<file path="src/sha256_single_block_hash_core_assert.svh">
// Assertion macros shared by the single-block hash core
`ifndef SHA256_SINGLE_BLOCK_HASH_CORE_ASSERT_SVH
`define SHA256_SINGLE_BLOCK_HASH_CORE_ASSERT_SVH

// Same-cycle implication, sampled on clk, off while rst is high
`define SBH_ASSERT_IMP(lbl, pre, post, msg) \
  lbl: assert property (@(posedge clk) disable iff (rst) (pre) |-> (post)) else $error(msg);

// Next-cycle implication, sampled on clk, off while rst is high
`define SBH_ASSERT_NXT(lbl, pre, post, msg) \
  lbl: assert property (@(posedge clk) disable iff (rst) (pre) |=> (post)) else $error(msg);

`endif

</file>
<file path="src/sha256sb_pkg.sv">
// Shared types, constants and round functions for the single-block hash core
package sha256sb_pkg;

  // Largest message that fits one padded block
  localparam int MsgDepth = 55;
  localparam logic [5:0] MSG_BYTES = 6'd55;

  // Command passed from the front end to the hash engine
  typedef struct packed {
    logic [7:0] data;
    logic       store;
    logic       finish;
    logic       err;
  } cmd_t;

  typedef enum logic [2:0] {
    ST_IDLE,
    ST_LOAD,
    ST_ROUND,
    ST_FINAL,
    ST_EMIT,
    ST_ERROR
  } back_state_t;

  localparam logic [31:0] INIT_H [8] = '{
    32'h6a09e667, 32'hbb67ae85, 32'h3c6ef372, 32'ha54ff53a,
    32'h510e527f, 32'h9b05688c, 32'h1f83d9ab, 32'h5be0cd19
  };

  localparam logic [31:0] ROUND_K [64] = '{
    32'h428a2f98, 32'h71374491, 32'hb5c0fbcf, 32'he9b5dba5,
    32'h3956c25b, 32'h59f111f1, 32'h923f82a4, 32'hab1c5ed5,
    32'hd807aa98, 32'h12835b01, 32'h243185be, 32'h550c7dc3,
    32'h72be5d74, 32'h80deb1fe, 32'h9bdc06a7, 32'hc19bf174,
    32'he49b69c1, 32'hefbe4786, 32'h0fc19dc6, 32'h240ca1cc,
    32'h2de92c6f, 32'h4a7484aa, 32'h5cb0a9dc, 32'h76f988da,
    32'h983e5152, 32'ha831c66d, 32'hb00327c8, 32'hbf597fc7,
    32'hc6e00bf3, 32'hd5a79147, 32'h06ca6351, 32'h14292967,
    32'h27b70a85, 32'h2e1b2138, 32'h4d2c6dfc, 32'h53380d13,
    32'h650a7354, 32'h766a0abb, 32'h81c2c92e, 32'h92722c85,
    32'ha2bfe8a1, 32'ha81a664b, 32'hc24b8b70, 32'hc76c51a3,
    32'hd192e819, 32'hd6990624, 32'hf40e3585, 32'h106aa070,
    32'h19a4c116, 32'h1e376c08, 32'h2748774c, 32'h34b0bcb5,
    32'h391c0cb3, 32'h4ed8aa4a, 32'h5b9cca4f, 32'h682e6ff3,
    32'h748f82ee, 32'h78a5636f, 32'h84c87814, 32'h8cc70208,
    32'h90befffa, 32'ha4506ceb, 32'hbef9a3f7, 32'hc67178f2
  };

  function automatic logic [31:0] big_sigma0(input logic [31:0] x);
    return {x[1:0], x[31:2]} ^ {x[12:0], x[31:13]} ^ {x[21:0], x[31:22]};
  endfunction

  function automatic logic [31:0] big_sigma1(input logic [31:0] x);
    return {x[5:0], x[31:6]} ^ {x[10:0], x[31:11]} ^ {x[24:0], x[31:25]};
  endfunction

  function automatic logic [31:0] small_sigma0(input logic [31:0] x);
    return {x[6:0], x[31:7]} ^ {x[17:0], x[31:18]} ^ {3'b000, x[31:3]};
  endfunction

  function automatic logic [31:0] small_sigma1(input logic [31:0] x);
    return {x[16:0], x[31:17]} ^ {x[18:0], x[31:19]} ^ {10'd0, x[31:10]};
  endfunction

endpackage

</file>
<file path="src/sha256sb_front.sv">
// Input front end: takes byte transfers, tracks length and overflow, issues commands
module sha256sb_front (
  input  logic                clk,
  input  logic                rst,
  input  logic                in_valid,
  output logic                in_stall,
  input  logic [7:0]          data_byte,
  input  logic                has_byte,
  input  logic                end_of_message,
  input  logic                q_full,
  output logic                q_push,
  output sha256sb_pkg::cmd_t  q_cmd
);
  import sha256sb_pkg::*;

  logic [5:0] count;
  logic [5:0] count_next;
  logic       overflow;
  logic       overflow_next;
  logic       accept;
  logic       fits;

  assign in_stall = q_full;
  assign accept   = in_valid && !q_full;
  assign fits     = count < MSG_BYTES;

  // Classify the item; a byte past the limit only marks the message as too long
  always_comb begin
    q_cmd.data   = data_byte;
    q_cmd.store  = has_byte && fits;
    q_cmd.finish = end_of_message;
    q_cmd.err    = overflow || (has_byte && !fits);
    q_push       = accept && (q_cmd.store || end_of_message);
  end

  // Length and overflow tracking, cleared by every end item
  always_comb begin
    count_next    = count;
    overflow_next = overflow;
    if (accept) begin
      if (end_of_message) begin
        count_next    = '0;
        overflow_next = 1'b0;
      end else if (has_byte) begin
        if (fits) begin
          count_next = count + 6'd1;
        end else begin
          overflow_next = 1'b1;
        end
      end
    end
  end

  always_ff @(posedge clk) begin
    if (rst) begin
      count    <= '0;
      overflow <= 1'b0;
    end else begin
      count    <= count_next;
      overflow <= overflow_next;
    end
  end

endmodule

</file>
<file path="src/sha256sb_fifo.sv">
// Short command queue between the front end and the hash engine
module sha256sb_fifo #(
  parameter int Depth = 4
) (
  input  logic                clk,
  input  logic                rst,
  input  logic                push,
  input  sha256sb_pkg::cmd_t  push_cmd,
  output logic                full,
  input  logic                pop,
  output sha256sb_pkg::cmd_t  head_cmd,
  output logic                empty
);
  import sha256sb_pkg::*;

  localparam int PtrW = (Depth > 1) ? $clog2(Depth) : 1;
  localparam int CntW = $clog2(Depth + 1);
  localparam logic [PtrW-1:0] LAST_PTR = PtrW'(Depth - 1);
  localparam logic [CntW-1:0] FULL_CNT = CntW'(Depth);

  cmd_t            entries [Depth];
  logic [PtrW-1:0] head;
  logic [PtrW-1:0] tail;
  logic [CntW-1:0] count;
  logic            do_push;
  logic            do_pop;

  assign full     = count == FULL_CNT;
  assign empty    = count == '0;
  assign do_push  = push && !full;
  assign do_pop   = pop && !empty;
  assign head_cmd = entries[head];

  always_ff @(posedge clk) begin
    if (do_push) begin
      entries[tail] <= push_cmd;
    end
  end

  // Pointers wrap at the depth, which need not be a power of two
  always_ff @(posedge clk) begin
    if (rst) begin
      head  <= '0;
      tail  <= '0;
      count <= '0;
    end else begin
      if (do_push) begin
        tail <= (tail == LAST_PTR) ? '0 : tail + PtrW'(1);
      end
      if (do_pop) begin
        head <= (head == LAST_PTR) ? '0 : head + PtrW'(1);
      end
      if (do_push && !do_pop) begin
        count <= count + CntW'(1);
      end else if (do_pop && !do_push) begin
        count <= count - CntW'(1);
      end
    end
  end

endmodule

</file>
<file path="src/sha256sb_back.sv">
// Hash engine: byte store, block assembly with padding, 64 rounds, digest output
module sha256sb_back (
  input  logic                clk,
  input  logic                rst,
  input  logic                q_empty,
  input  sha256sb_pkg::cmd_t  q_cmd,
  output logic                q_pop,
  output logic                out_valid,
  input  logic                out_stall,
  output logic [31:0]         digest_word,
  output logic [2:0]          word_index,
  output logic                too_long,
  output logic                last_word
);
  import sha256sb_pkg::*;

  back_state_t state;
  back_state_t state_next;

  logic [7:0]   msg_mem [MsgDepth];
  logic [5:0]   count;
  logic [6:0]   ld_cnt;
  logic [5:0]   pos;
  logic         shift_en;
  logic [7:0]   rd_data;
  logic [7:0]   blk_byte;
  logic [511:0] win;
  logic [31:0]  wa, wb, wc, wd, we, wf, wg, wh;
  logic [31:0]  hv [8];
  logic [5:0]   rnd;
  logic [2:0]   idx;
  logic         out_xfer;
  logic         load_done;
  logic         do_store;
  logic [31:0]  t1;
  logic [31:0]  t2;
  logic [31:0]  w_new;

  assign out_xfer  = out_valid && !out_stall;
  assign load_done = shift_en && (pos == 6'd63);
  assign do_store  = q_pop && q_cmd.store && (count < MSG_BYTES);

  // State register
  always_ff @(posedge clk) begin
    if (rst) begin
      state <= ST_IDLE;
    end else begin
      state <= state_next;
    end
  end

  // Next state and handshake outputs
  always_comb begin
    state_next  = state;
    q_pop       = 1'b0;
    out_valid   = 1'b0;
    digest_word = '0;
    word_index  = '0;
    too_long    = 1'b0;
    last_word   = 1'b0;
    case (state)
      ST_IDLE: begin
        q_pop = !q_empty;
        if (!q_empty && q_cmd.finish) begin
          state_next = q_cmd.err ? ST_ERROR : ST_LOAD;
        end
      end
      ST_LOAD: begin
        if (load_done) begin
          state_next = ST_ROUND;
        end
      end
      ST_ROUND: begin
        if (rnd == 6'd63) begin
          state_next = ST_FINAL;
        end
      end
      ST_FINAL: begin
        state_next = ST_EMIT;
      end
      ST_EMIT: begin
        out_valid   = 1'b1;
        digest_word = hv[idx];
        word_index  = idx;
        last_word   = idx == 3'd7;
        if (!out_stall && idx == 3'd7) begin
          state_next = ST_IDLE;
        end
      end
      ST_ERROR: begin
        out_valid = 1'b1;
        too_long  = 1'b1;
        last_word = 1'b1;
        if (!out_stall) begin
          state_next = ST_IDLE;
        end
      end
      default: begin
        state_next = ST_IDLE;
      end
    endcase
  end

  // Message byte store: one write port, one registered read port
  always_ff @(posedge clk) begin
    if (do_store) begin
      msg_mem[count] <= q_cmd.data;
    end
    if (state == ST_LOAD && ld_cnt < {1'b0, MSG_BYTES}) begin
      rd_data <= msg_mem[ld_cnt[5:0]];
    end
  end

  // Sequencing counters
  always_ff @(posedge clk) begin
    if (rst) begin
      count    <= '0;
      ld_cnt   <= '0;
      shift_en <= 1'b0;
      rnd      <= '0;
      idx      <= '0;
    end else begin
      shift_en <= 1'b0;
      case (state)
        ST_IDLE: begin
          ld_cnt <= '0;
          rnd    <= '0;
          idx    <= '0;
          if (do_store) begin
            count <= count + 6'd1;
          end
        end
        ST_LOAD: begin
          if (ld_cnt != 7'd64) begin
            ld_cnt   <= ld_cnt + 7'd1;
            shift_en <= 1'b1;
          end
        end
        ST_ROUND: begin
          rnd <= rnd + 6'd1;
        end
        ST_EMIT: begin
          if (out_xfer) begin
            idx <= idx + 3'd1;
            if (idx == 3'd7) begin
              count <= '0;
            end
          end
        end
        ST_ERROR: begin
          if (out_xfer) begin
            count <= '0;
          end
        end
        default: begin
        end
      endcase
    end
  end

  // Padded block byte: message, 0x80 marker, zeros, 16-bit bit length at the end
  always_comb begin
    if (pos < count) begin
      blk_byte = rd_data;
    end else if (pos == count) begin
      blk_byte = 8'h80;
    end else if (pos == 6'd62) begin
      blk_byte = {7'd0, count[5]};
    end else if (pos == 6'd63) begin
      blk_byte = {count[4:0], 3'b000};
    end else begin
      blk_byte = 8'h00;
    end
  end

  // Round logic; the schedule window supplies w[i] at its top word
  always_comb begin
    t1 = wh + big_sigma1(we) + ((we & wf) ^ (~we & wg)) + ROUND_K[rnd] + win[511:480];
    t2 = big_sigma0(wa) + ((wa & (wb ^ wc)) ^ (wb & wc));
    w_new = win[511:480] + small_sigma0(win[479:448]) + win[223:192]
            + small_sigma1(win[63:32]);
  end

  // Block window, working variables and digest words
  always_ff @(posedge clk) begin
    case (state)
      ST_LOAD: begin
        pos <= ld_cnt[5:0];
        if (shift_en) begin
          win <= {win[503:0], blk_byte};
        end
        if (load_done) begin
          wa <= INIT_H[0];
          wb <= INIT_H[1];
          wc <= INIT_H[2];
          wd <= INIT_H[3];
          we <= INIT_H[4];
          wf <= INIT_H[5];
          wg <= INIT_H[6];
          wh <= INIT_H[7];
        end
      end
      ST_ROUND: begin
        win <= {win[479:0], w_new};
        wh  <= wg;
        wg  <= wf;
        wf  <= we;
        we  <= wd + t1;
        wd  <= wc;
        wc  <= wb;
        wb  <= wa;
        wa  <= t1 + t2;
      end
      ST_FINAL: begin
        hv[0] <= INIT_H[0] + wa;
        hv[1] <= INIT_H[1] + wb;
        hv[2] <= INIT_H[2] + wc;
        hv[3] <= INIT_H[3] + wd;
        hv[4] <= INIT_H[4] + we;
        hv[5] <= INIT_H[5] + wf;
        hv[6] <= INIT_H[6] + wg;
        hv[7] <= INIT_H[7] + wh;
      end
      default: begin
      end
    endcase
  end

endmodule

</file>
<file path="src/sha256_single_block_hash_core.sv">
// Top level of the single-block SHA-256 hash core
// Message bytes stream in one per transfer and a front end takes one every cycle
// while its command queue has room; bytes past the 55th only flag the message
// as too long. After the end transfer the engine sweeps the byte store to build
// the padded block, runs 64 rounds on one round unit, adds the initial hash and
// then offers the eight digest words H0 first, one per cycle while out_stall is
// low, the last one marked. A too-long message yields one error result instead.
// The engine takes no new message until its result has been taken; the byte-wide
// load sweep and the single round unit set the throughput. The byte store needs
// no clearing pass after reset.
module sha256_single_block_hash_core #(
  parameter int QUEUE_DEPTH = 4
) (
  input  logic        clk,
  input  logic        rst,
  input  logic        in_valid,
  output logic        in_stall,
  input  logic [7:0]  data_byte,
  input  logic        has_byte,
  input  logic        end_of_message,
  output logic        out_valid,
  input  logic        out_stall,
  output logic [31:0] digest_word,
  output logic [2:0]  word_index,
  output logic        too_long,
  output logic        last_word
);
  import sha256sb_pkg::*;

  cmd_t push_cmd;
  cmd_t head_cmd;
  logic q_push;
  logic q_full;
  logic q_pop;
  logic q_empty;

  sha256sb_front u_front (
    .clk            (clk),
    .rst            (rst),
    .in_valid       (in_valid),
    .in_stall       (in_stall),
    .data_byte      (data_byte),
    .has_byte       (has_byte),
    .end_of_message (end_of_message),
    .q_full         (q_full),
    .q_push         (q_push),
    .q_cmd          (push_cmd)
  );

  sha256sb_fifo #(
    .Depth (QUEUE_DEPTH)
  ) u_fifo (
    .clk      (clk),
    .rst      (rst),
    .push     (q_push),
    .push_cmd (push_cmd),
    .full     (q_full),
    .pop      (q_pop),
    .head_cmd (head_cmd),
    .empty    (q_empty)
  );

  sha256sb_back u_back (
    .clk         (clk),
    .rst         (rst),
    .q_empty     (q_empty),
    .q_cmd       (head_cmd),
    .q_pop       (q_pop),
    .out_valid   (out_valid),
    .out_stall   (out_stall),
    .digest_word (digest_word),
    .word_index  (word_index),
    .too_long    (too_long),
    .last_word   (last_word)
  );

`include "sha256_single_block_hash_core_assert.svh"

  // Error result stands alone and carries no digest
  `SBH_ASSERT_IMP(a_err_single, out_valid && too_long,
    last_word && word_index == 3'd0 && digest_word == 32'd0, "bad error result")

  // Digest words come out in order with no gap in the index
  `SBH_ASSERT_NXT(a_word_order, out_valid && !out_stall && !last_word,
    out_valid && word_index == $past(word_index) + 3'd1, "digest word order broken")

  // A new message never starts mid-digest
  `SBH_ASSERT_NXT(a_restart, out_valid && !out_stall && last_word,
    !out_valid, "result right after last word")

  // The engine only drains commands that are present
  `SBH_ASSERT_IMP(a_pop_nonempty, q_pop, !q_empty, "pop from empty queue")

endmodule
</file>
<file path="config.mk">
export PLATFORM = sky130hd
export DESIGN_NAME = sha256_single_block_hash_core
export DESIGN_NICKNAME = d
export VERILOG_FILES = /design/src/sha256sb_pkg.sv /design/src/sha256sb_front.sv /design/src/sha256sb_fifo.sv /design/src/sha256sb_back.sv /design/src/sha256_single_block_hash_core.sv
export VERILOG_INCLUDE_DIRS = /design/src /design/src/src
export SDC_FILE = /design/constraint.sdc
export NUM_CORES = 2
export LEC_CHECK = 0
export ABC_AREA = 1
export BUFFER_PORTS_ARGS = -buffer_cell sky130_fd_sc_hd__buf_2
export CAP_MARGIN = 20
export CORE_ASPECT_RATIO = 1.25
export CORE_MARGIN = 4
export CORE_UTILIZATION = 45
export DETAILED_ROUTE_END_ITERATION = 16
export GPL_ROUTABILITY_DRIVEN = 0
export PLACE_DENSITY_LB_ADDON = 0.15
export SETUP_SLACK_MARGIN = 0.3
export SYNTH_ARGS = -nofsm -noshare
export SYNTH_HDL_FRONTEND = slang
export SYNTH_SLANG_ARGS = --single-unit
</file>
<file path="constraint.sdc">
create_clock -name clk -period 54.7 [get_ports clk]
set_input_delay 5.47 -clock clk [delete_from_list [all_inputs] [get_ports clk]]
set_output_delay 5.47 -clock clk [all_outputs]
set_load 0.02 [all_outputs]
</file>
; Yosys cells after proc, flatten, opt, wreduce, memory -nomap -nowiden
; Memories as Yosys holds them, arrays and structs flattened. A register that Yosys moved wholly into a read port is not among the register bits.
; Cells that the tools add are included.
[word_totals]
reg_bits = 814
latchBits = 0
ram_bits = 740
romBits = 2048
inputBits = 14
out_inout_bits = 39
word_cells = 212
memories = 4
[classes]
addsub = 27
mul = 0
div_mod_pow = 0
order_cmp = 5
eq_ne = 26
shifts = 0
muxes = 68
bitwise = 18
reduce_logical = 43
[memory_table]
columns = name, words, word_bits, rd, rd_ports_with_merged_regs, write_ports, line_no
row1 = (no name shown), 64, 32, 1, 0, 0, sha256sb_back.sv:178  ; t1 = wh + big_sigma1(we) + ((we & wf) ^ (~we & wg)) + ROUND_K[rnd] + win[511:480];
row2 = u_back.msg_mem, 55, 8, 1, 1, 1, sha256sb_back.sv:20  ; logic [7:0] msg_mem [MsgDepth];
row3 = u_back.hv, 8, 32, 1, 1, 8, sha256sb_back.sv:29  ; logic [31:0] hv [8];
row4 = u_fifo.entries, 4, 11, 1, 1, 1, sha256sb_fifo.sv:21  ; cmd_t entries [Depth];
[ops]
columns = operator, n
row1 = $pmux W512 S2, 1
row2 = $mux W512, 1
row3 = $pmux W32 S2, 8
row4 = $mux W32, 11
row5 = $add A32 B32 Y32, 10
row6 = $xor A32 B32 Y32, 9
row7 = $and A32 B32 Y32, 4
row8 = $add A31 B32 Y32 const A, 3
row9 = $add A32 B32 Y32 const A, 3
row10 = $mux W6, 7
row11 = $mux W3, 12
row12 = $add A29 B32 Y32 const A, 1
row13 = $add A30 B32 Y32 const A, 1
row14 = $mux W8, 4
row15 = $not A32 Y32, 1
row16 = $xor A32 B22 Y32, 1
row17 = $xor A32 B29 Y32, 1
row18 = $add A6 B1 Y6 const B, 3
row19 = $eq A6 B6 Y1 const B, 3
row20 = $ne A2 B1 Y1 const B, 9
row21 = $pmux W3 S6, 1
row22 = $pmux W6 S3, 1
row23 = $logic_and A1 B1 Y1, 15
row24 = $pmux W7 S2, 1
row25 = 32 further kinds, 76

; Longest topological paths before layout
[depth]
word_depth = 9
depth_mapped = 45

; Modules after synthesis
; Synthesis repeated with hierarchy kept, for this count alone.
[unflattened]
cells_unflattened = 9127
area_unflattened_um2 = 87142.3
[by_module_without_submodules]
columns = module, n_inst, cells_per_inst, area_each_um2, seq_area_each_um2
row1 = sha256sb_back, 1, 8864, 84384.7, 44963.1
row2 = sha256sb_fifo, 1, 178, 2155.8, 1501.4
row3 = sha256sb_front, 1, 85, 601.8, 140.1

; Worst setup path after synthesis
; No wires, ideal clock.
[synth_path]
path_kind = register -> register
startpoint = reg u_back.state[0]
endpoint = reg u_back.win[0], enable pin
setup_time_ns = 2.098
t_arrival_ns = 36.651
t_required_ns = 52.602
path_slack_ns = 15.951
stages_incl_launch_ff = 5
n_path_buf = 0
period_less_slack_ns = 38.749
cell_sequence = dfxtp_1 -> inv_2 -> nor3_2 -> inv_1 -> o21ai_0
[synth_between]
elab_chain_cells = 3
[synth_rtl]
columns = element, line_no
row1 = from (decl), sha256sb_back.sv:17  ; back_state_t state;
row2 = from (signal assigned), sha256sb_back.sv:48  ; state <= state_next;
row3 = $eq A3 B1 Y1 / $eq A3 B2 Y1 (equally long branches), sha256sb_back.sv:186  ; case (state)
row4 = $ne A2 B1 Y1 (no source line) / $reduce_bool A2 Y1 (equally long branches), --
row5 = $reduce_and A2 Y1 (no source line) *, --
row6 = to (signal assigned), sha256sb_back.sv:190  ; win <= {win[503:0], blk_byte};
row7 = to (signal assigned), sha256sb_back.sv:204  ; win <= {win[479:0], w_new};
row8 = to (decl), sha256sb_back.sv:27  ; logic [511:0] win;
; Every way passes the cells marked *; elsewhere a longest branch is shown, timed or not.
; A chain may end at the register's enable or synchronous reset.

==> results.sh <==
export IMPL_io_pins=53
export IMPL_drive_above_1_share=0.0536
export IMPL_final_area_um2=94300
export IMPL_grt_max_degree=249
export IMPL_syn_avg_cell_area_um2=9.53
export IMPL_die_y_um=498
export IMPL_clockBufferDepth=3
export IMPL_post_cts_resized=0
export IMPL_end_kind="output pin"
export IMPL_pwr_share_clk=0.357
export IMPL_drc_errors=0
export IMPL_grt_setup_unrepaired="no"
export IMPL_cts_tree="built"
export IMPL_synth_top_cell_by_area="edfxtp_1"
export IMPL_row_count=179
export IMPL_powerDensity_nw_per_um2=34.1
export IMPL_met1_usage=0.357
export IMPL_finalSetupTns_ns=0
export IMPL_power_switching_mw=0.999
export IMPL_dp_hpwl_mm=186
export IMPL_final_cell_mix="nand2_1 (2,300), edfxtp_1 (1,522), nor2_1 (980)"
export IMPL_h_tree_depth=4
export IMPL_postCtsHoldBufs=0
export IMPL_firstDrtPassIters=7
export IMPL_grt_pass1_vias=63000
export IMPL_antenna_found_initial=5
export IMPL_swShare=0.310
export IMPL_cap_violations=0
export IMPL_synth_nets=9471
export IMPL_cts_sinks=1567
export IMPL_antenna_left=0
export IMPL_die_area_um2=199000
export IMPL_ys_warn_count=0
export IMPL_grt_util_met2=0.411
export IMPL_viasPerCell=5.60
export IMPL_r2r_start="u_back.rnd[0]$_SDFFE_PP0N_"
export IMPL_portBuffers=52
export IMPL_wl_per_cell_um=22.9
export IMPL_area_growth_synth_to_final_pct=9.13
export IMPL_cts_buffers=166
export IMPL_wl_mm=266
export IMPL_syn_inst=9065
export IMPL_synth_yosys_seq_area_share=0.539
export IMPL_fin_total_pwr_mw=3.22
export IMPL_drv_slew=0
export IMPL_netlist_area_um2=86400
export IMPL_grt_overflow_total=0
export IMPL_mostFrequentLayoutCell="nand2_1"
export IMPL_hold_slack_ns=0.459
export IMPL_finClkSkew_ns=0.0562
export IMPL_grt_pass1_wl_mm=394
export IMPL_hold_depth=0
export IMPL_via_count=64900
export IMPL_busiest_layer="met2"
export IMPL_p_leak_nw=37.3
export IMPL_start_util=0.453
export IMPL_use_met3=0.0424
export IMPL_finalCritPeriodShare=0.181
export IMPL_worst_slew_pin_slew_ns=1.18
export IMPL_ys_ff_latch=1567
export IMPL_synth_area_leaders="edfxtp_1 (53%), nand2_1 (10%), fa_1 (4.4%), nor2_1 (4.3%), o21ai_0 (4.2%)"
export IMPL_max_freq_ghz=0.101
export IMPL_ff2ff_path_depth=31
export IMPL_combPwrFrac=0.201
export IMPL_required_ns=49.23
export IMPL_coreArea_um2=191000
export IMPL_finalNonFillerCells=11600
export IMPL_rr_endpoint="u_back.wa[30]$_SDFFCE_PN1P_"
export IMPL_cts_clk_slew_worst_paths_ns=0.06
export IMPL_drtIter0Drc=7316
export IMPL_crit_type="reg2out"
export IMPL_startpoint_type="register"
export IMPL_hp_start="u_back.wf[0]$_SDFFCE_PN0P_"
export IMPL_r2r_slack_ns=45.61
export IMPL_vdd_ir_drop_max_uv=36.3
export IMPL_hold_path_end="u_back.hv[5][0]$_DFFE_PP_"
export IMPL_nets=9333
export IMPL_slew_headroom=0.206
export IMPL_async_flop_share=0
export IMPL_synth_edf_count=1522
export IMPL_setup_viol=0
export IMPL_ys_types=68
export IMPL_postCtsSetupBuffers=0
export IMPL_root_buffer="clkbuf_16"
export IMPL_internal_power_mw=2.22
export IMPL_path_max_fanout=66
export IMPL_arrival_ns=4.42
export IMPL_placed_cell_area_um2=88700
export IMPL_hold_class="reg2reg"
export IMPL_die_x_um=400
export IMPL_final_min_clock_period_ns=9.89
export IMPL_synth_top_cell_area_share=0.529
export IMPL_grtUsageTotal=0.261
export IMPL_finalHoldViolations=0
export IMPL_outcome="completed"
export IMPL_seqPwrFrac=0.442
export IMPL_insertion_delay_ns=0.85
export IMPL_synth_ff_type="edfxtp_1"
export IMPL_dpl_cell_count=11300
-- logic make-up (layout without fill, tap and decap cells) --
group / count (synthesis) / count (layout) / synth area share
xor gates and xnor gates: 539 / 539 / 0.0546
and+or+nand+nor: 3752 / 3752 / 0.173
buffers and inverters: 1295 / 1292 / 0.0600
AOI/OAI and AO/OA: 1520 / 1520 / 0.100
DFF: 1567 / 1567 / 0.539
adders and majority gates: 392 / 392 / 0.0731
other: 0 / 3 / 0
-- state kept, by name (all words and copies together) (netlist names), 6 cells and up, named ones only --
register	flops
u_back.count	6
u_back.hv	256
u_back.ld_cnt	7
u_back.msg_mem	440
u_back.pos	6
u_back.rd_data	8
u_back.rnd	6
u_back.wa	32
u_back.wb	32
u_back.wc	32
u_back.wd	32
u_back.we	32
u_back.wf	32
u_back.wg	32
u_back.wh	32
u_back.win	512
u_fifo.entries	44
u_front.count	6
-- synth_stat cells, types with 32 or more instances --
cell type,instances
nand4_1,79
ha_1,204
fa_1,188
o22ai_1,135
or2_2,33
o211ai_1,44
inv_1,841
xnor2_1,159
a31oi_1,74
dfxtp_1,45
o21ai_0,726
nand3_1,238
nor2_1,983
xor2_1,380
edfxtp_1,1522
nand2_1,2301
a21oi_1,314
buf_2,118
nor3_1,60
o221ai_1,32
clkbuf_1,259
buf_4,47
-- per-stage QoR --
stage,util,setup WS (ns)
final,0.495,44.81
after global routing,0.495,44.70
after floorplan,-,15.95
after detailed placement,0.465,45.74
after global placement,0.465,45.74
after CTS,0.494,44.82
-- cell type report --
cell class	count	area (µm²)
Clock buffer	215	4460
Inverter	861	3240
Timing Repair Buffer	128	973
Antenna cell	3	7.51
Multi-Input combinational cell	6203	34800
Fill cell	17700	96300
Clock inverter	88	1060
Sequential cell	1567	46600
Tap cell	2534	3170
-- power by group through the flow --
stage | Combinational (mW) | Sequential (mW) | Clock [mW]
2_1_floorplan | 0.410 | 1.47 | 0
3_3_place_gp | 0.632 | 1.45 | 0
3_5_place_dp | 0.638 | 1.45 | 0
4_1_cts | 0.641 | 1.42 | 1.17
5_1_grt | 0.709 | 1.43 | 1.22
6_report | 0.647 | 1.42 | 1.15
-- critical path, stage by stage (launching register included) --
cell     delay [ns]
dfxtp_4        0.53
buf_4          0.49
buf_4          0.69
o21ai_0        0.19
o22ai_1        0.38
o21ai_0        0.16
a31oi_1        0.65
buf_2          0.38
-- layer usage --
metal  vias up  wire, µm  part of all wire
met5         -         0                 0
met4         0     14100             0.053
met3       638     19500             0.074
met2      2782    122000              0.46
met1     31400    110000              0.42
li1      30100         -                 -
-- worst max-delay path by stage --
stage,end,slack (ns)
6_report,digest_word[0],44.81
5_1_grt,digest_word[0],44.70
4_1_cts,digest_word[0],44.82
3_5_place_dp,digest_word[0],45.74
3_3_place_gp,digest_word[0],45.74
2_1_floorplan,u_back.win[0]$_DFFE_PP_,15.95
Note: power is estimated with default switching activity, not from simulation.
